==> src/pip_pkg.sv <==
// ---------------------------------------------------------------------------
// pip_pkg: shared types and constants for the point-in-polygon test
// Holds the controller state type, the command bundle passed from the
// controller to the datapath, and the fixed field widths.
// ---------------------------------------------------------------------------
package pip_pkg;

  localparam int MAX_VERTICES_DEF = 64;

  localparam int COORD_W = 16;
  localparam int INDEX_W = 6;
  localparam int COUNT_W = 7;
  localparam int VCOUNT_W = 7;

  localparam logic [VCOUNT_W-1:0] VCOUNT_RESET = 7'd3;
  localparam int VCOUNT_MIN = 3;

  localparam logic FUNC_WRITE = 1'b0;
  localparam logic FUNC_QUERY = 1'b1;

  typedef enum logic [2:0] {
    ST_IDLE,
    ST_MAX,
    ST_EDGE,
    ST_DRAIN,
    ST_DONE
  } pip_state_t;

  typedef struct packed {
    logic wr_en;
    logic start;
    logic rd_en;
    logic rd_max;
    logic rd_first;
    logic out_load;
  } pip_cmd_t;

endpackage

==> src/pip_ram.sv <==
// ---------------------------------------------------------------------------
// pip_ram: generic single-port-write, single-port-read RAM
// One write and one registered read per cycle.
// ---------------------------------------------------------------------------
module pip_ram #(
  parameter int WIDTH = 32,
  parameter int DEPTH = 64
) (
  input  logic                     clk,
  input  logic                     we,
  input  logic [$clog2(DEPTH)-1:0] waddr,
  input  logic [WIDTH-1:0]         wdata,
  input  logic                     re,
  input  logic [$clog2(DEPTH)-1:0] raddr,
  output logic [WIDTH-1:0]         rdata
);

  logic [WIDTH-1:0] mem [DEPTH];

  always_ff @(posedge clk) begin
    if (we) begin
      mem[waddr] <= wdata;
    end
    if (re) begin
      rdata <= mem[raddr];
    end
  end

endmodule

==> src/pip_dp.sv <==
// ---------------------------------------------------------------------------
// pip_dp: datapath of the point-in-polygon test
// Vertex store, maximum-y tracker, a three-stage crossing pipeline
// (differences, products, sign test) and the result register.
// ---------------------------------------------------------------------------
module pip_dp #(
  parameter int MAX_VERTICES = pip_pkg::MAX_VERTICES_DEF
) (
  input  logic                                   clk,
  input  logic                                   rst,
  input  pip_pkg::pip_cmd_t                      cmd,
  input  logic [$clog2(MAX_VERTICES)-1:0]        rd_addr,
  input  logic [pip_pkg::INDEX_W-1:0]            vertex_index,
  input  logic signed [pip_pkg::COORD_W-1:0]     coord_x,
  input  logic signed [pip_pkg::COORD_W-1:0]     coord_y,
  output logic                                   busy,
  output logic                                   inside_res,
  output logic [pip_pkg::COUNT_W-1:0]            crossings
);

  localparam int AW = $clog2(MAX_VERTICES);
  localparam int CW = $clog2(MAX_VERTICES + 1);
  localparam int CWD = pip_pkg::COORD_W;
  localparam int OUT_W = pip_pkg::COUNT_W;

  logic ram_we;
  logic [2*CWD-1:0] rdata;
  logic signed [CWD-1:0] rx, ry;

  logic signed [CWD-1:0] cx, cy;
  logic signed [CWD-1:0] maxy;
  logic signed [CWD:0]   top;
  logic signed [CWD-1:0] prev_x, prev_y;

  logic rv, rmax, rfirst;
  logic av, a_strad;
  logic signed [CWD:0]   dx, dy, ex, f1;
  logic signed [CWD+1:0] f2;
  logic bv, b_strad;
  logic signed [2*CWD+1:0] p1, p3;
  logic signed [2*CWD+2:0] p2;
  logic signed [2*CWD+3:0] tc, td;
  logic hit;
  logic [CW-1:0] cnt;

  assign ram_we = cmd.wr_en && (32'(vertex_index) < MAX_VERTICES);

  pip_ram #(
    .WIDTH(2 * CWD),
    .DEPTH(MAX_VERTICES)
  ) u_store (
    .clk  (clk),
    .we   (ram_we),
    .waddr(AW'(vertex_index)),
    .wdata({coord_x, coord_y}),
    .re   (cmd.rd_en),
    .raddr(rd_addr),
    .rdata(rdata)
  );

  assign rx  = rdata[2*CWD-1:CWD];
  assign ry  = rdata[CWD-1:0];
  assign top = (CWD+1)'(maxy) + (CWD+1)'(1);

  // The probe is vertical, so it meets an edge's line on opposite sides only
  // when the edge straddles the probe's x strictly and the probe has length.
  // The remaining test is the sign of the edge's cross product at both ends.
  assign tc  = (2*CWD+4)'(p1) + (2*CWD+4)'(p3);
  assign td  = (2*CWD+4)'(p2) + (2*CWD+4)'(p3);
  assign hit = bv && b_strad && (tc[2*CWD+3] != td[2*CWD+3]) && (tc != '0) && (td != '0);

  assign busy = rv || av || bv;

  always_ff @(posedge clk) begin
    if (rst) begin
      rv <= 1'b0;
      av <= 1'b0;
      bv <= 1'b0;
    end else begin
      rv <= cmd.rd_en;
      av <= rv && !rmax && !rfirst;
      bv <= av;
    end
  end

  always_ff @(posedge clk) begin
    rmax   <= cmd.rd_max;
    rfirst <= cmd.rd_first;

    if (cmd.start) begin
      cx <= coord_x;
      cy <= coord_y;
    end

    if (rv && rmax && (rfirst || ry > maxy)) begin
      maxy <= ry;
    end

    if (rv && !rmax) begin
      prev_x  <= rx;
      prev_y  <= ry;
      dx      <= (CWD+1)'(prev_x) - (CWD+1)'(rx);
      dy      <= (CWD+1)'(prev_y) - (CWD+1)'(ry);
      ex      <= (CWD+1)'(prev_x) - (CWD+1)'(cx);
      f1      <= (CWD+1)'(cy) - (CWD+1)'(prev_y);
      f2      <= (CWD+2)'(top) - (CWD+2)'(prev_y);
      a_strad <= ((prev_x < cx && cx < rx) || (rx < cx && cx < prev_x))
                 && ((CWD+1)'(cy) != top);
    end

    p1      <= dx * f1;
    p2      <= dx * f2;
    p3      <= dy * ex;
    b_strad <= a_strad;

    if (cmd.start) begin
      cnt <= '0;
    end else if (hit) begin
      cnt <= cnt + CW'(1);
    end

    if (cmd.out_load) begin
      inside_res <= cnt[0];
      crossings  <= OUT_W'(cnt);
    end
  end

endmodule

==> config.mk <==
export PLATFORM = sky130hd
export DESIGN_NAME = pip_dp
export DESIGN_NICKNAME = d
export VERILOG_FILES = /design/src/pip_pkg.sv /design/src/pip_ram.sv /design/src/pip_dp.sv
export SDC_FILE = /design/constraint.sdc
export NUM_CORES = 2
export LEC_CHECK = 0
export BUFFER_PORTS_ARGS = -buffer_cell sky130_fd_sc_hd__buf_2
export CAP_MARGIN = 15
export CORE_MARGIN = 1
export CORE_UTILIZATION = 56
export DETAILED_ROUTE_END_ITERATION = 8
export MAX_ROUTING_LAYER = met4
export PLACE_DENSITY = 0.74
export SYNTH_ARGS = -nofsm -noshare
export SYNTH_HDL_FRONTEND = slang
export SYNTH_SLANG_ARGS = --single-unit
==> constraint.sdc <==
create_clock -name clk -period 6.35 [get_ports clk]
set_clock_uncertainty 0.05 [all_clocks]
set_input_delay 0.3175 -clock clk [delete_from_list [all_inputs] [get_ports clk]]
set_output_delay 0.3175 -clock clk [all_outputs]
set_load 0.05 [all_outputs]
==> Yosys cells after proc, flatten, opt, wreduce, memory -nomap -nowiden <==
Memories as Yosys holds them, arrays and structs flattened. A register that Yosys moved wholly into a read port is not among the register bits.
Index checks and enable logic that the tools add are counted.
{ "word_totals": {"output_inout_bits": 9, "reg_bits": 291, "ram_bits": 2048, "elab_cells": 64, "input_bits": 52, "mem_count": 1} }
{ "memory_table": {"columns": ["name", "depth", "width", "rd", "rd_clocked_by_memory_dff", "wr", "line", "text"], "rows": [
  ["u_store.mem", 64, 32, 1, 1, 1, "pip_ram.sv:18", "logic [WIDTH-1:0] mem [DEPTH];"]
]} }
{ "op_classes": {"mux": 2, "eq_ne": 2, "n_mul": 3, "n_reduce_logical": 19, "add_sub_neg": 9, "n_lt_le_gt_ge": 5} }
{ "ops": {"columns": ["op", "n"], "rows": [
  ["$reduce_bool 36->1", 2],
  ["$mul 17x17->34", 2],
  ["$sub 16x16->17", 4],
  ["$lt 16x16->1", 4],
  ["$add 35x34->36", 1],
  ["$add 34x34->35", 1],
  ["$mul 17x18->35", 1],
  ["$sub 17x16->18", 1],
  ["$add 16x2->17 const B", 1],
  ["$ne 16x17->1", 1],
  ["$gt 16x16->1", 1],
  ["$logic_and 1x1->1", 11],
  ["$add 7x1->7 const B", 1],
  ["$logic_or 1x1->1", 4],
  ["$logic_not 1->1", 2],
  ["$mux 1", 2],
  ["$ne 1x1->1", 1]
]} }

==> Longest topological paths before layout <==
{ "logic_depth": {"depth_word": 5, "mapped_depth": 28, "ltp_nobuf": 27} }

==> Hierarchy <==
From an unflattened synthesis, not the netlist that was laid out.
{ "hier_totals": {"cells_unflattened": 8630, "area_unflattened_um2": 128692.2} }
{ "by_module_without_submodules": {"columns": ["module", "cells_each", "area_per_inst_um2", "seq_area_each_um2", "instances"], "rows": [
  ["pip_ram", 3324, 78835.6, 62459.9, 1],
  ["pip_dp", 5306, 49856.6, 7547.2, 1]
]} }

==> Worst setup path before layout <==
Ideal clock, no wire load.
{ "synth_path": {"kind": "register to register", "startpoint": "register dx[10]", "endpoint": "register p1[31]", "path_slack_ps": -90, "synth_period_minus_slack_ps": 6440, "n_path_buf": 2, "stages_incl_launch_ff": 23, "arrival_time_ps": 6318, "required_ps": 6228, "setup_ps": 72, "cell_sequence": "edfxtp_1 -> clkbuf_1 -> clkbuf_1 -> nand2_1 -> fa_1 -> fa_1 -> fa_1 -> fa_1 -> inv_1 -> fa_1 -> fa_1 -> ha_1 -> a21o_1 -> nand2_1 -> o21ai_0 -> a21oi_1 -> a211oi_1 -> a211o_1 -> o41ai_1 -> o211ai_1 -> a41o_1 -> a21oi_1 -> xnor2_1"} }
{ "synth_between": {"elab_chain_len": 1} }
{ "synth_rtl": {"columns": ["item", "line", "text"], "rows": [
  ["from (decl)", "pip_dp.sv:37", "logic signed [CWD:0] dx, dy, ex, f1;"],
  ["from (signal assigned)", "pip_dp.sv:102", "dx <= (CWD+1)'(prev_x) - (CWD+1)'(rx);"],
  ["$mul 17x17->34", "pip_dp.sv:111", "p1 <= dx * f1;"],
  ["to (signal assigned)", "pip_dp.sv:111", null],
  ["to (decl)", "pip_dp.sv:40", "logic signed [2*CWD+1:0] p1, p3;"]
]} }
Every way passes these cells.
A chain may end at the register's enable or synchronous reset.

==> Worst setup path after layout <==
{ "layout_path": {"startpoint": "register ex[5]", "endpoint": "register p3[32]"} }
{ "layout_between": {"elab_chain_len": 1} }
{ "layout_rtl": {"columns": ["item", "line", "text"], "rows": [
  ["from (decl)", "pip_dp.sv:37", null],
  ["from (signal assigned)", "pip_dp.sv:104", "ex <= (CWD+1)'(prev_x) - (CWD+1)'(cx);"],
  ["$mul 17x17->34", "pip_dp.sv:113", "p3 <= dy * ex;"],
  ["to (signal assigned)", "pip_dp.sv:113", null],
  ["to (decl)", "pip_dp.sv:40", null]
]} }
Every way passes these cells.

==> out/metrics.cfg <==
[sta]
fmax_mhz=157
maxSlewViolCount=0
fin_setup_tns_ps=-11.3
hold_viol_final=0
rsz0062_at_grt=yes
finalWorstSetupSlack_ps=-11.3
period_needed_ps=6360
setup_viol=1
worst_slew_pin_slew_ps=1200
max-slew-margin-rel=0.198
post-route-period-util=1.00

[synth]
synthFlopType=edfxtp_1
netlist_instances=8309
netlist.area_leader.share=0.527
synth_area_per_cell_um2=15.5
synth_area_um2=128000
synth_fp_nets=9713
ys_seq_area_frac=0.545
synth_area_leaders=edfxtp_1 53%, fa_1 14%, mux4_2 12%
ys_warn_count=0
synth_top_area_cell=edfxtp_1
synth.distinct_cells=91
synth-seq-cells=2370
async_flop_share=0
synth_edf_count=2254

[worst_setup_path]
timing.critical_path.slowest_cell_delay_ps=530
crit_slowest_cell=fa_1
end_kind=flop
cpMostUsedCell=fa_1
reg2reg_to=p3[32]
crit_family=adder cells
reg2reg_depth=24
crit_fanout=4
regToRegStartpoint=ex[5]
critical_path_class=flop to flop
worstPathArrival_ps=7070
reg2reg_slack_ps=-10
required_ps=7050
crit_buf_inv=6
critPathLaunchType=flop
worstPathCellList=buf_6 > and2_4 > fa_1 > inv_1 > fa_1 > fa_1 > fa_1 > inv_1 > fa_1 > inv_1 > fa_1 > inv_2 > ha_4 > buf_4 > a31oi_2 > a21oi_2 > a211o_1 > a41oi_4 > or3b_4 > a31oi_4 > nand4_1 > and4b_1 > a21oi_2 > xor2_1

[global_route]
grt-ovfl-total=0
grt_pass1_wl_mm=504
grt_pass1_vias=77718
grtUsageTotal=0.308
grt_max_degree=121
grt_antenna_before_repair=12

[drt]
vias=73605
drtPass1Iterations=7
drt_iter0_drc=6921
wl_per_cell_um=28.3
ant_nets=0
wirelength_mm=338
drc=0
vias_per_cell=6.17

[floorplan]
start_util=0.564
boundaryPins=61
die_y_um=481
die_area_um2=231000
core_area_um2=228000
die_w_um=481
rows=175

[layout]
final_cell_mix=2254 x edfxtp_1, 1087 x inv_1, 897 x fa_1
area_delta_synth_final_pct=12.3
layout.nets=10128
final_common_cell=edfxtp_1
drive_gt1_frac=0.195

[hold_path]
hold_path_end=u_store.mem[54][13]
worstHoldStart=coord_y[13]
hp-class=primary input to flop
min_path_cells=2

[place]
routabilityCongestion=0.928
hpwl_mm=214
numPortBuffers=60

[run_status]
violations=negative setup slack
status=finished, violations left

[power]
p_total_uw=72700
p_per_area_nw_per_um2=505
power_leakage_uw=0.0542
ir_drop_mv=0.967

[cts]
clock-sinks=2370
tritoncts=built
cts-buffers-inserted=224
worstSkewPairLatency_ps=900
clkTransAtPathRegs_ps=70
cts_buffer_depth=3
htreeDepth=4
cts-root-buf=clkbuf_16

[flow_run]
drv_cap=0

==> cell type report <==
cell class | instances | area (um2)
clock inverter | 166 | 1920
inverter | 1104 | 4140
sequential | 2370 | 70000
tap | 3009 | 3760
antenna | 10 | 25.0
timing repair buffer | 513 | 4420
multi-input combinational | 4511 | 54100
clock buffer | 252 | 5730
fill | 15869 | 83600
==> metal layers <==
| metal | vias to the layer above | GRT usage | part of all wire |
|---|---|---|---|
| li1 | 30627 | - | - |
| met1 | 38348 | 0.370 | 0.36 |
| met2 | 3747 | 0.518 | 0.51 |
| met3 | 883 | 0.0471 | 0.077 |
| met4 | 0 | 0.135 | 0.052 |
| met5 | - | - | 0 |
==> repair_timing <==
item,CTS,global route
buffers inserted,11,38
hold endpoints to repair,19,161
gates resized for setup,45,145
hold buffers,7,6
setup endpoints to repair,20,27
gates cloned,0,1
pin swaps,31,88
==> synthesized netlist by cell type, drive strengths merged (8+ instances only) <==
library cell	number
edfxtp	2254
inv	1104
fa	910
mux4	664
nand2	544
and2	454
ha	442
nor2	279
clkbuf	254
a21oi	173
xnor2	156
o21ai	142
dfxtp	116
buf	70
nand3	66
a21o	55
nor2b	54
nor3	51
xor2	50
nand2b	48
o21a	43
a21boi	39
nand4	35
a31oi	21
and3	19
nor4	19
a211oi	18
mux2	18
mux2i	17
o31ai	15
o211ai	14
or3	14
o2111ai	13
o21bai	12
nand3b	8
==> kinds of logic after synthesis <==
group	Yosys count	synth area share
flip-flops	2370	0.545
AND/OR/NAND/NOR	1631	0.0631
buffers and inverters	1428	0.0419
adder cells (fa/ha/maj)	1352	0.185
multiplexers	699	0.119
AO/OA/AOI/OAI	623	0.0314
XOR/XNOR	206	0.0141
==> power breakdown <==
part	internal [uW]	switching (uW)	total [uW]
Sequential	18200	737	18900
Combinational	18400	21500	39900
Clock	7790	6210	14000
==> registers in the layout, indices dropped and copies added (netlist names), 17 cells and up <==
register,count
dx,17
dy,17
ex,17
f1,17
f2,18
p1,34
p2,35
p3,34
u_store.mem,2048
u_store.rdata,32
==> worst max-delay path by stage <==
stage	slack, ps	from	to	cells after the start
CTS	-30	dx[6]	p1[31]	24
global placement	-380	ex[5]	p3[33]	24
floorplan	20	dy[10]	p3[33]	23
finish	-10	ex[5]	p3[32]	24
detailed placement	-420	ex[5]	p3[32]	24
global route	-220	ex[5]	p3[32]	24
==> metrics by stage <==
step / setup slack (ps) / cells / hold slack (ps) / area (um2) / util
after floorplan: 20.7 / 8309 / 273 / 128000 / -
after global placement: -382 / 11440 / 281 / 135000 / 0.593
after detailed placement: -422 / 11440 / 291 / 135000 / 0.593
after CTS: -25.8 / 11876 / 8.87 / 143000 / 0.628
after global routing: -221 / 11932 / 54.6 / 144000 / 0.633
final: -11.3 / 11935 / 58.0 / 144000 / 0.633
==> worst register-to-register path, stage by stage, from the launching register on <==
cell	delay, ps
edfxtp_1	380
buf_6	140
and2_4	140
fa_1	530
inv_1	50
fa_1	530
fa_1	440
fa_1	500
inv_1	50
fa_1	490
inv_1	50
fa_1	490
inv_2	50
ha_4	280
buf_4	130
a31oi_2	110
a21oi_2	210
a211o_1	230
a41oi_4	180
or3b_4	460
a31oi_4	160
nand4_1	100
and4b_1	220
a21oi_2	140
xor2_1	170
Note: power is estimated with default switching activity, not from simulation.
